## src/rtl/core/mtb_pkg.sv

```systemverilog
package mtb_pkg;

  localparam int ID_W = 8;

  typedef enum logic [1:0] {
    FUNC_LOAD  = 2'd0,
    FUNC_TOUCH = 2'd1,
    FUNC_DUMP  = 2'd2,
    FUNC_CLEAR = 2'd3
  } func_t;

  typedef enum logic [2:0] {
    ST_OK        = 3'd0,
    ST_FULL      = 3'd1,
    ST_NOT_FOUND = 3'd2,
    ST_DUPLICATE = 3'd3,
    ST_EMPTY     = 3'd4
  } status_t;

  typedef enum logic {
    S_IDLE = 1'b0,
    S_DUMP = 1'b1
  } state_t;

  // Command broadcast to every cell in the chain
  typedef struct packed {
    logic load;   // cell at index == count takes the insert value
    logic move;   // cells at or behind the hit shift toward the front
  } cell_cmd_t;

  typedef logic [ID_W-1:0] ident_t;

endpackage

```

## src/rtl/core/mtb_if.sv

```systemverilog
interface mtb_in_if;
  logic              valid;
  logic              ready;
  mtb_pkg::func_t    func;
  mtb_pkg::ident_t   ident;

  modport source (output valid, output func, output ident, input ready);
  modport sink   (input valid, input func, input ident, output ready);
endinterface

interface mtb_out_if;
  logic              valid;
  logic              ready;
  mtb_pkg::ident_t   ident_out;
  mtb_pkg::status_t  status;
  logic              last;

  modport source (output valid, output ident_out, output status, output last, input ready);
  modport sink   (input valid, input ident_out, input status, input last, output ready);
endinterface

```

## src/rtl/core/move_to_back_order_list.sv

```systemverilog
// Ordered list of up to ENTRIES distinct 8-bit identifiers, front = least
// recently used. Load appends at the back, touch moves a present identifier
// to the back, clear empties the list, dump streams the list front to back
// with last set on the final entry (an empty list gives one result with
// status empty). Load, touch and clear each give one result: every cell
// compares and shifts in parallel. A dump of N entries holds the input
// while the chain rotates one entry per cycle out of the front cell when
// the output is not stalled; an output stall holds the rotation. The output
// is a single register: a new item is taken only in a cycle where no result
// is held or the held result leaves.
module move_to_back_order_list #(
  parameter int ENTRIES = 16
) (
  input  logic clk,
  input  logic rst_n,
  mtb_in_if.sink    in_ch,
  mtb_out_if.source out_ch
);

  localparam int CNT_W = $clog2(ENTRIES + 1);
  localparam logic [CNT_W-1:0] FULL_C = CNT_W'(ENTRIES);
  localparam logic [CNT_W-1:0] ONE_C  = CNT_W'(1);

  mtb_pkg::state_t    state_r, state_nxt;
  logic [CNT_W-1:0]   count_r, count_nxt;
  logic [CNT_W-1:0]   rem_r, rem_nxt;
  logic               out_valid_r, out_valid_nxt;
  mtb_pkg::ident_t    out_ident_r, out_ident_nxt;
  mtb_pkg::status_t   out_status_r, out_status_nxt;
  logic               out_last_r, out_last_nxt;

  mtb_pkg::cell_cmd_t cmd;
  mtb_pkg::ident_t    ins_data;
  logic               rotate;
  logic               slot_free;
  logic               acc;

  mtb_pkg::ident_t    data_w [ENTRIES];
  logic [ENTRIES:0]   hit_w;
  logic               found;

  assign slot_free = !out_valid_r || out_ch.ready;
  assign in_ch.ready = (state_r == mtb_pkg::S_IDLE) && slot_free;
  assign acc = in_ch.valid && in_ch.ready;

  // A dump rotation is a move whose hit starts at the front cell
  assign hit_w[0] = rotate;
  assign found    = hit_w[ENTRIES];

  for (genvar i = 0; i < ENTRIES; i++) begin : g_cell
    mtb_pkg::ident_t right;
    if (i == ENTRIES - 1) begin : g_end
      assign right = '0;
    end else begin : g_mid
      assign right = data_w[i+1];
    end
    mtb_cell #(
      .IDX   (i),
      .CNT_W (CNT_W)
    ) u_cell (
      .clk        (clk),
      .cmd        (cmd),
      .count      (count_r),
      .key        (in_ch.ident),
      .ins_data   (ins_data),
      .right_data (right),
      .hit_in     (hit_w[i]),
      .hit_out    (hit_w[i+1]),
      .data_o     (data_w[i])
    );
  end

  // Next state
  always_comb begin
    state_nxt = state_r;
    case (state_r)
      mtb_pkg::S_IDLE: begin
        if (acc && (in_ch.func == mtb_pkg::FUNC_DUMP) && (count_r != '0)) begin
          state_nxt = mtb_pkg::S_DUMP;
        end
      end
      mtb_pkg::S_DUMP: begin
        if (slot_free && (rem_r == ONE_C)) begin
          state_nxt = mtb_pkg::S_IDLE;
        end
      end
      default: state_nxt = mtb_pkg::S_IDLE;
    endcase
  end

  // Outputs and datapath
  always_comb begin
    cmd            = '0;
    ins_data       = in_ch.ident;
    rotate         = 1'b0;
    count_nxt      = count_r;
    rem_nxt        = rem_r;
    out_valid_nxt  = out_valid_r && !out_ch.ready;
    out_ident_nxt  = out_ident_r;
    out_status_nxt = out_status_r;
    out_last_nxt   = out_last_r;
    case (state_r)
      mtb_pkg::S_IDLE: begin
        if (acc) begin
          out_valid_nxt  = 1'b1;
          out_ident_nxt  = in_ch.ident;
          out_status_nxt = mtb_pkg::ST_OK;
          out_last_nxt   = 1'b1;
          case (in_ch.func)
            mtb_pkg::FUNC_LOAD: begin
              if (found) begin
                out_status_nxt = mtb_pkg::ST_DUPLICATE;
              end else if (count_r == FULL_C) begin
                out_status_nxt = mtb_pkg::ST_FULL;
              end else begin
                cmd.load  = 1'b1;
                count_nxt = count_r + ONE_C;
              end
            end
            mtb_pkg::FUNC_TOUCH: begin
              if (found) begin
                cmd.move = 1'b1;
              end else begin
                out_status_nxt = mtb_pkg::ST_NOT_FOUND;
              end
            end
            mtb_pkg::FUNC_DUMP: begin
              out_ident_nxt = '0;
              if (count_r == '0) begin
                out_status_nxt = mtb_pkg::ST_EMPTY;
              end else begin
                out_valid_nxt = out_valid_r && !out_ch.ready;
                rem_nxt       = count_r;
              end
            end
            mtb_pkg::FUNC_CLEAR: begin
              out_ident_nxt = '0;
              count_nxt     = '0;
            end
            default: ;
          endcase
        end
      end
      mtb_pkg::S_DUMP: begin
        if (slot_free) begin
          rotate         = 1'b1;
          cmd.move       = 1'b1;
          ins_data       = data_w[0];
          out_valid_nxt  = 1'b1;
          out_ident_nxt  = data_w[0];
          out_status_nxt = mtb_pkg::ST_OK;
          out_last_nxt   = (rem_r == ONE_C);
          rem_nxt        = rem_r - ONE_C;
        end
      end
      default: ;
    endcase
  end

  always_ff @(posedge clk) begin
    if (!rst_n) begin
      state_r     <= mtb_pkg::S_IDLE;
      count_r     <= '0;
      rem_r       <= '0;
      out_valid_r <= 1'b0;
    end else begin
      state_r     <= state_nxt;
      count_r     <= count_nxt;
      rem_r       <= rem_nxt;
      out_valid_r <= out_valid_nxt;
    end
  end

  always_ff @(posedge clk) begin
    out_ident_r  <= out_ident_nxt;
    out_status_r <= out_status_nxt;
    out_last_r   <= out_last_nxt;
  end

  assign out_ch.valid     = out_valid_r;
  assign out_ch.ident_out = out_ident_r;
  assign out_ch.status    = out_status_r;
  assign out_ch.last      = out_last_r;

  a_count_range: assert property (@(posedge clk) disable iff (!rst_n)
    count_r <= FULL_C)
    else $error("fill count above capacity");

  a_dump_rem: assert property (@(posedge clk) disable iff (!rst_n)
    (state_r == mtb_pkg::S_DUMP) |-> (rem_r != '0))
    else $error("dump running with nothing left");

  a_no_accept_in_dump: assert property (@(posedge clk) disable iff (!rst_n)
    (state_r == mtb_pkg::S_DUMP) |-> !in_ch.ready)
    else $error("input taken during dump");

  a_clear_empties: assert property (@(posedge clk) disable iff (!rst_n)
    (acc && (in_ch.func == mtb_pkg::FUNC_CLEAR)) |=> (count_r == '0))
    else $error("clear left entries");

  a_dump_count_kept: assert property (@(posedge clk) disable iff (!rst_n)
    (state_r == mtb_pkg::S_DUMP) |=> $stable(count_r))
    else $error("fill count changed during dump");

endmodule

```

## src/rtl/core/mtb_cell.sv

```systemverilog
module mtb_cell #(
  parameter int IDX   = 0,
  parameter int CNT_W = 5
) (
  input  logic               clk,
  input  mtb_pkg::cell_cmd_t cmd,
  input  logic [CNT_W-1:0]   count,
  input  mtb_pkg::ident_t    key,
  input  mtb_pkg::ident_t    ins_data,
  input  mtb_pkg::ident_t    right_data,
  input  logic               hit_in,
  output logic               hit_out,
  output mtb_pkg::ident_t    data_o
);

  localparam logic [CNT_W-1:0] IDX_C  = CNT_W'(IDX);
  localparam logic [CNT_W-1:0] IDX1_C = CNT_W'(IDX + 1);

  mtb_pkg::ident_t data_r;
  mtb_pkg::ident_t data_nxt;
  logic            occ;
  logic            hit_here;

  assign occ      = (IDX_C < count);
  assign hit_here = hit_in | (occ && (data_r == key));
  assign hit_out  = hit_here;
  assign data_o   = data_r;

  always_comb begin
    data_nxt = data_r;
    if (cmd.load && (IDX_C == count)) begin
      data_nxt = ins_data;
    end else if (cmd.move && hit_here) begin
      if (IDX1_C < count) begin
        data_nxt = right_data;
      end else if (IDX1_C == count) begin
        data_nxt = ins_data;
      end
    end
  end

  always_ff @(posedge clk) begin
    data_r <= data_nxt;
  end

endmodule
```

## src/flat_wrapper.sv

```systemverilog
// flat-port wrapper written by rule: the top's interface ports become plain ports
module move_to_back_order_list_flat 
#(
  parameter int ENTRIES = 16
)
  (clk, rst_n, in_ch_valid, in_ch_func, in_ch_ident, in_ch_ready, out_ch_valid, out_ch_ident_out, out_ch_status, out_ch_last, out_ch_ready);
  mtb_in_if in_ch_i ();
  mtb_out_if out_ch_i ();
  input  logic clk;
  input  logic rst_n;
  input wire logic [$bits(in_ch_i.valid)-1:0] in_ch_valid;
  input wire logic [$bits(in_ch_i.func)-1:0] in_ch_func;
  input wire logic [$bits(in_ch_i.ident)-1:0] in_ch_ident;
  output wire logic [$bits(in_ch_i.ready)-1:0] in_ch_ready;
  output wire logic [$bits(out_ch_i.valid)-1:0] out_ch_valid;
  output wire logic [$bits(out_ch_i.ident_out)-1:0] out_ch_ident_out;
  output wire logic [$bits(out_ch_i.status)-1:0] out_ch_status;
  output wire logic [$bits(out_ch_i.last)-1:0] out_ch_last;
  input wire logic [$bits(out_ch_i.ready)-1:0] out_ch_ready;
  assign in_ch_i.valid = in_ch_valid;
  assign in_ch_i.func = in_ch_func;
  assign in_ch_i.ident = in_ch_ident;
  assign in_ch_ready = in_ch_i.ready;
  assign out_ch_valid = out_ch_i.valid;
  assign out_ch_ident_out = out_ch_i.ident_out;
  assign out_ch_status = out_ch_i.status;
  assign out_ch_last = out_ch_i.last;
  assign out_ch_i.ready = out_ch_ready;
  move_to_back_order_list #(.ENTRIES(ENTRIES)) u_core (.clk(clk), .rst_n(rst_n), .in_ch(in_ch_i), .out_ch(out_ch_i));
endmodule
```

## config.mk

```make
export PLATFORM = sky130hd
export DESIGN_NAME = move_to_back_order_list_flat
export DESIGN_NICKNAME = d
export VERILOG_FILES = /design/src/rtl/core/mtb_pkg.sv /design/src/rtl/core/mtb_if.sv /design/src/rtl/core/move_to_back_order_list.sv /design/src/rtl/core/mtb_cell.sv /design/src/flat_wrapper.sv
export SDC_FILE = /design/constraint.sdc
export NUM_CORES = 1
export LEC_CHECK = 0
export BUFFER_PORTS_ARGS = -buffer_cell sky130_fd_sc_hd__buf_4
export CAP_MARGIN = 15
export CORE_ASPECT_RATIO = 1.75
export CORE_MARGIN = 2
export CORE_UTILIZATION = 60
export CTS_CLUSTER_DIAMETER = 200
export DETAILED_ROUTE_END_ITERATION = 10
export PLACE_DENSITY = 0.86
export SKIP_LAST_GASP = 1
export SYNTH_ARGS = -nofsm -noshare
export SYNTH_HDL_FRONTEND = slang
export SYNTH_SLANG_ARGS = --single-unit
export TNS_END_PERCENT = 50
```

## constraint.sdc

```tcl
create_clock -name clk -period 5.4 [get_ports clk]
set_input_delay 1.62 -clock clk [delete_from_list [all_inputs] [get_ports clk]]
set_output_delay 1.62 -clock clk [all_outputs]
set_load 0.02 [all_outputs]
```

==> impl_metrics.ini <==
[timing]
setup_tns_ns = 0
final.period_utilization_pct = 79.5
layout_min_cycle_time_ns = 4.29
layout_setup_ws_ns = 1.11
timing.fmax_ghz = 0.233
max_slew_margin_pct = 25.9
fin_skew_ns = 0.0124
rsz0062_at_grt = false
setup_viol = 0
worst_pin_slew_ns = 1.08
slew_violations = 0
final-hold-violation-count = 0

[synth]
yosys.area.top_type = edfxtp_1
syn_area_per_cell_um2 = 10.6
netlist_top_cells_area = edfxtp_1 47%, xnor2_1 10%, a21oi_1 4.6%
netlist_instances = 834
syn_nets = 853
ys_ff_latch = 152
synthXorXnorAreaFrac_pct = 12.7
synth_flop_cell = edfxtp_1
yosys_warnings = 0
synth_top_family_by_area = simple AND/OR/NAND/NOR gates
synth_top_area_share_pct = 47.4
synth_mux_area_share_pct = 7.44
synth_fa_ha_area_share_pct = 0.705
synth-edff-count = 140
netlist_area_um2 = 8880
yosysUniqueCellTypes = 64
synth-compound-area-share_pct = 11.3
async_flop_share_pct = 0
yosys.area_share.simple_pct = 14.2
seq_area_frac_synth_pct = 50.1

[power_and_ir_drop]
p_leak_nw = 3.38
p_per_area_nw_per_um2 = 285
ir_drop_v = 0.000204

[floorplanning]
die_area_um2 = 15800
die_h_um = 165
coreArea_um2 = 14400
io_pins = 28
initial_core_util_pct = 61.5
rows = 58
chipWidth_um = 96.0

[setup_path]
arrival_ns = 4.47
path_class = in2reg
reg2reg_depth = 9
endpoint_kind = register
reg2reg_to = u_core.g_cell[1].u_cell.data_o[1]
rrSetupSlack_ns = 1.49
cp.required_ns = 5.57
regToRegStartpoint = u_core.count_r[2]
cp_max_fo = 19
startpoint_type = primary input

[clock_tree]
cts_buffers = 17
htreeDepth = 4
cts_resized = 0
cts_max_path_buffers = 2
cts_root_buffer = clkbuf_16
cts.clk_slew.worst_paths_ns = 0.07
cts_tree = yes
clk_latency_ns = 0.44
post_cts.repair.setup_buffers = 0
cts.sinks = 152
hold_buffers = 0

[layout]
multi_input_comb_area_um2 = 4120
layout_commonest_cell = edfxtp_1
drive_gt1_share_pct = 16.4
final_cell_mix = 140 x edfxtp_1, 107 x nor2_1, 103 x xnor2_1
final_util_pct = 68.0
fin_nets = 865
layout.cells.non_filler = 1039
n_antenna_cell = 0
fillCellCount = 989
regArea_um2 = 4440
syn2layout_area_growth_pct = 10.5

[global_routing]
track_usage_pct = 33.1
antenna_found_initial = 0
grt_pass1_wl_um = 38100
grt_start_max_net_pins = 24
grt_pass1_vias = 6906
overflow = 0

[placement]
io_buffers = 27
dp_hpwl_um = 16400
dp_cells = 1006
place_congestion = 0.993
pre_cts_ws_ns = 0.345

[route]
wl_per_cell_um = 23.9
drtPass1Iterations = 6
drc_errors = 0
ant_nets = 0
viasPerCell = 6.67
vias = 6932
totalWireLength_um = 24900
drtIter0Drc = 787

[hold_path]
hold_path_startpoint = u_core.rem_r[1]
hold_class = reg2reg
hold_depth = 2
holdPathEnd = u_core.rem_r[1]

[job]
drv_cap = 0

[outcome]
status = complete, no violations
==> sequential cells by signal (all words and copies together), names as in the netlist <==
name,count
u_core.count_r,5
u_core.rem_r,5
u_core.out_ch.ident_out,8
u_core.out_ch.valid,1
u_core.out_ch.status,3
u_core.out_ch.last,1
u_core.state_r,1
u_core.g_cell.u_cell.data_o,128
==> cells in the mapped netlist, drive strengths merged, types with 3 or more instances <==
cell type / instances
a211oi: 3
a21o: 3
a21oi: 89
a31oi: 6
and2: 6
and3: 9
buf: 29
clkbuf: 29
dfxtp: 12
edfxtp: 140
ha: 5
inv: 10
mux2: 48
mux2i: 9
nand2: 56
nand2b: 5
nand3: 8
nand4: 23
nor2: 107
nor2b: 4
nor3: 16
nor4: 10
o21a: 3
o21ai: 34
o22ai: 5
o31ai: 3
o32ai: 4
or4: 3
xnor2: 103
xor2: 26
==> per-layer routing <==
metal  up-vias  part of all wire, %  global-route usage, %
met4         0                  8.5                   25.0
met2       436                   51                   56.3
met5         -                    0                      0
met1      3328                   33                   35.2
li1       3022                    -                      -
met3       146                  7.5                   6.57
==> report_power, final <==
part | total, mW | switching [mW] | internal [mW] | leakage (nW)
Combinational | 0.243 | 0.152 | 0.0912 | 1.73
Sequential | 1.31 | 0.00896 | 1.30 | 1.37
Clock | 1.24 | 0.513 | 0.732 | 0.283
Total | 2.80 | 0.673 | 2.12 | 3.38
==> worst max-delay path: stages <==
cell	delay, ns
buf_4	0.34
xor2_1	0.12
or4_1	0.54
nor4_2	0.27
nor2_1	0.15
nand4_2	0.21
nor3_4	0.10
buf_4	0.22
a21oi_2	0.47
mux2_1	0.42
==> layout make-up <==
class / instances / area share [%]
Inverter: 10 / 0.382
Sequential cell: 152 / 45.3
Timing Repair Buffer: 51 / 3.94
Tap cell: 180 / 2.29
Clock buffer: 19 / 4.41
Multi-Input combinational cell: 614 / 42.0
Clock inverter: 13 / 1.72
==> how the worst max path moves through the flow <==
stage	to	cells after the start	from
floorplan	u_core.g_cell[14].u_cell.data_o[0]	9	in_ch_ident[2]
global placement	u_core.g_cell[11].u_cell.data_o[1]	8	in_ch_ident[5]
detailed placement	u_core.g_cell[11].u_cell.data_o[6]	8	in_ch_ident[5]
CTS	u_core.g_cell[11].u_cell.data_o[0]	7	in_ch_ident[6]
global route	u_core.g_cell[7].u_cell.data_o[0]	10	in_ch_ident[2]
finish	u_core.g_cell[0].u_cell.data_o[2]	10	in_ch_ident[2]
==> metrics by stage <==
step	hold WS (ns)	area [um2]	total power, mW
2_1_floorplan	0.504	8880	1.49
3_3_place_gp	0.531	9200	1.56
3_5_place_dp	0.537	9200	1.56
4_1_cts	0.545	9800	2.78
5_1_grt	0.587	9810	2.85
6_report	0.546	9810	2.80
==> cell families (layout without fill, tap and decap cells) <==
family	Yosys count	after routing
muxes	57	57
xor gates and xnor gates	129	129
and+or+nand+nor	259	259
buffers and inverters	68	93
DFF	152	152
adders and majority gates	5	5
AOI/OAI and AO/OA	164	164
No activity file was read; power rests on OpenSTA's default activity.
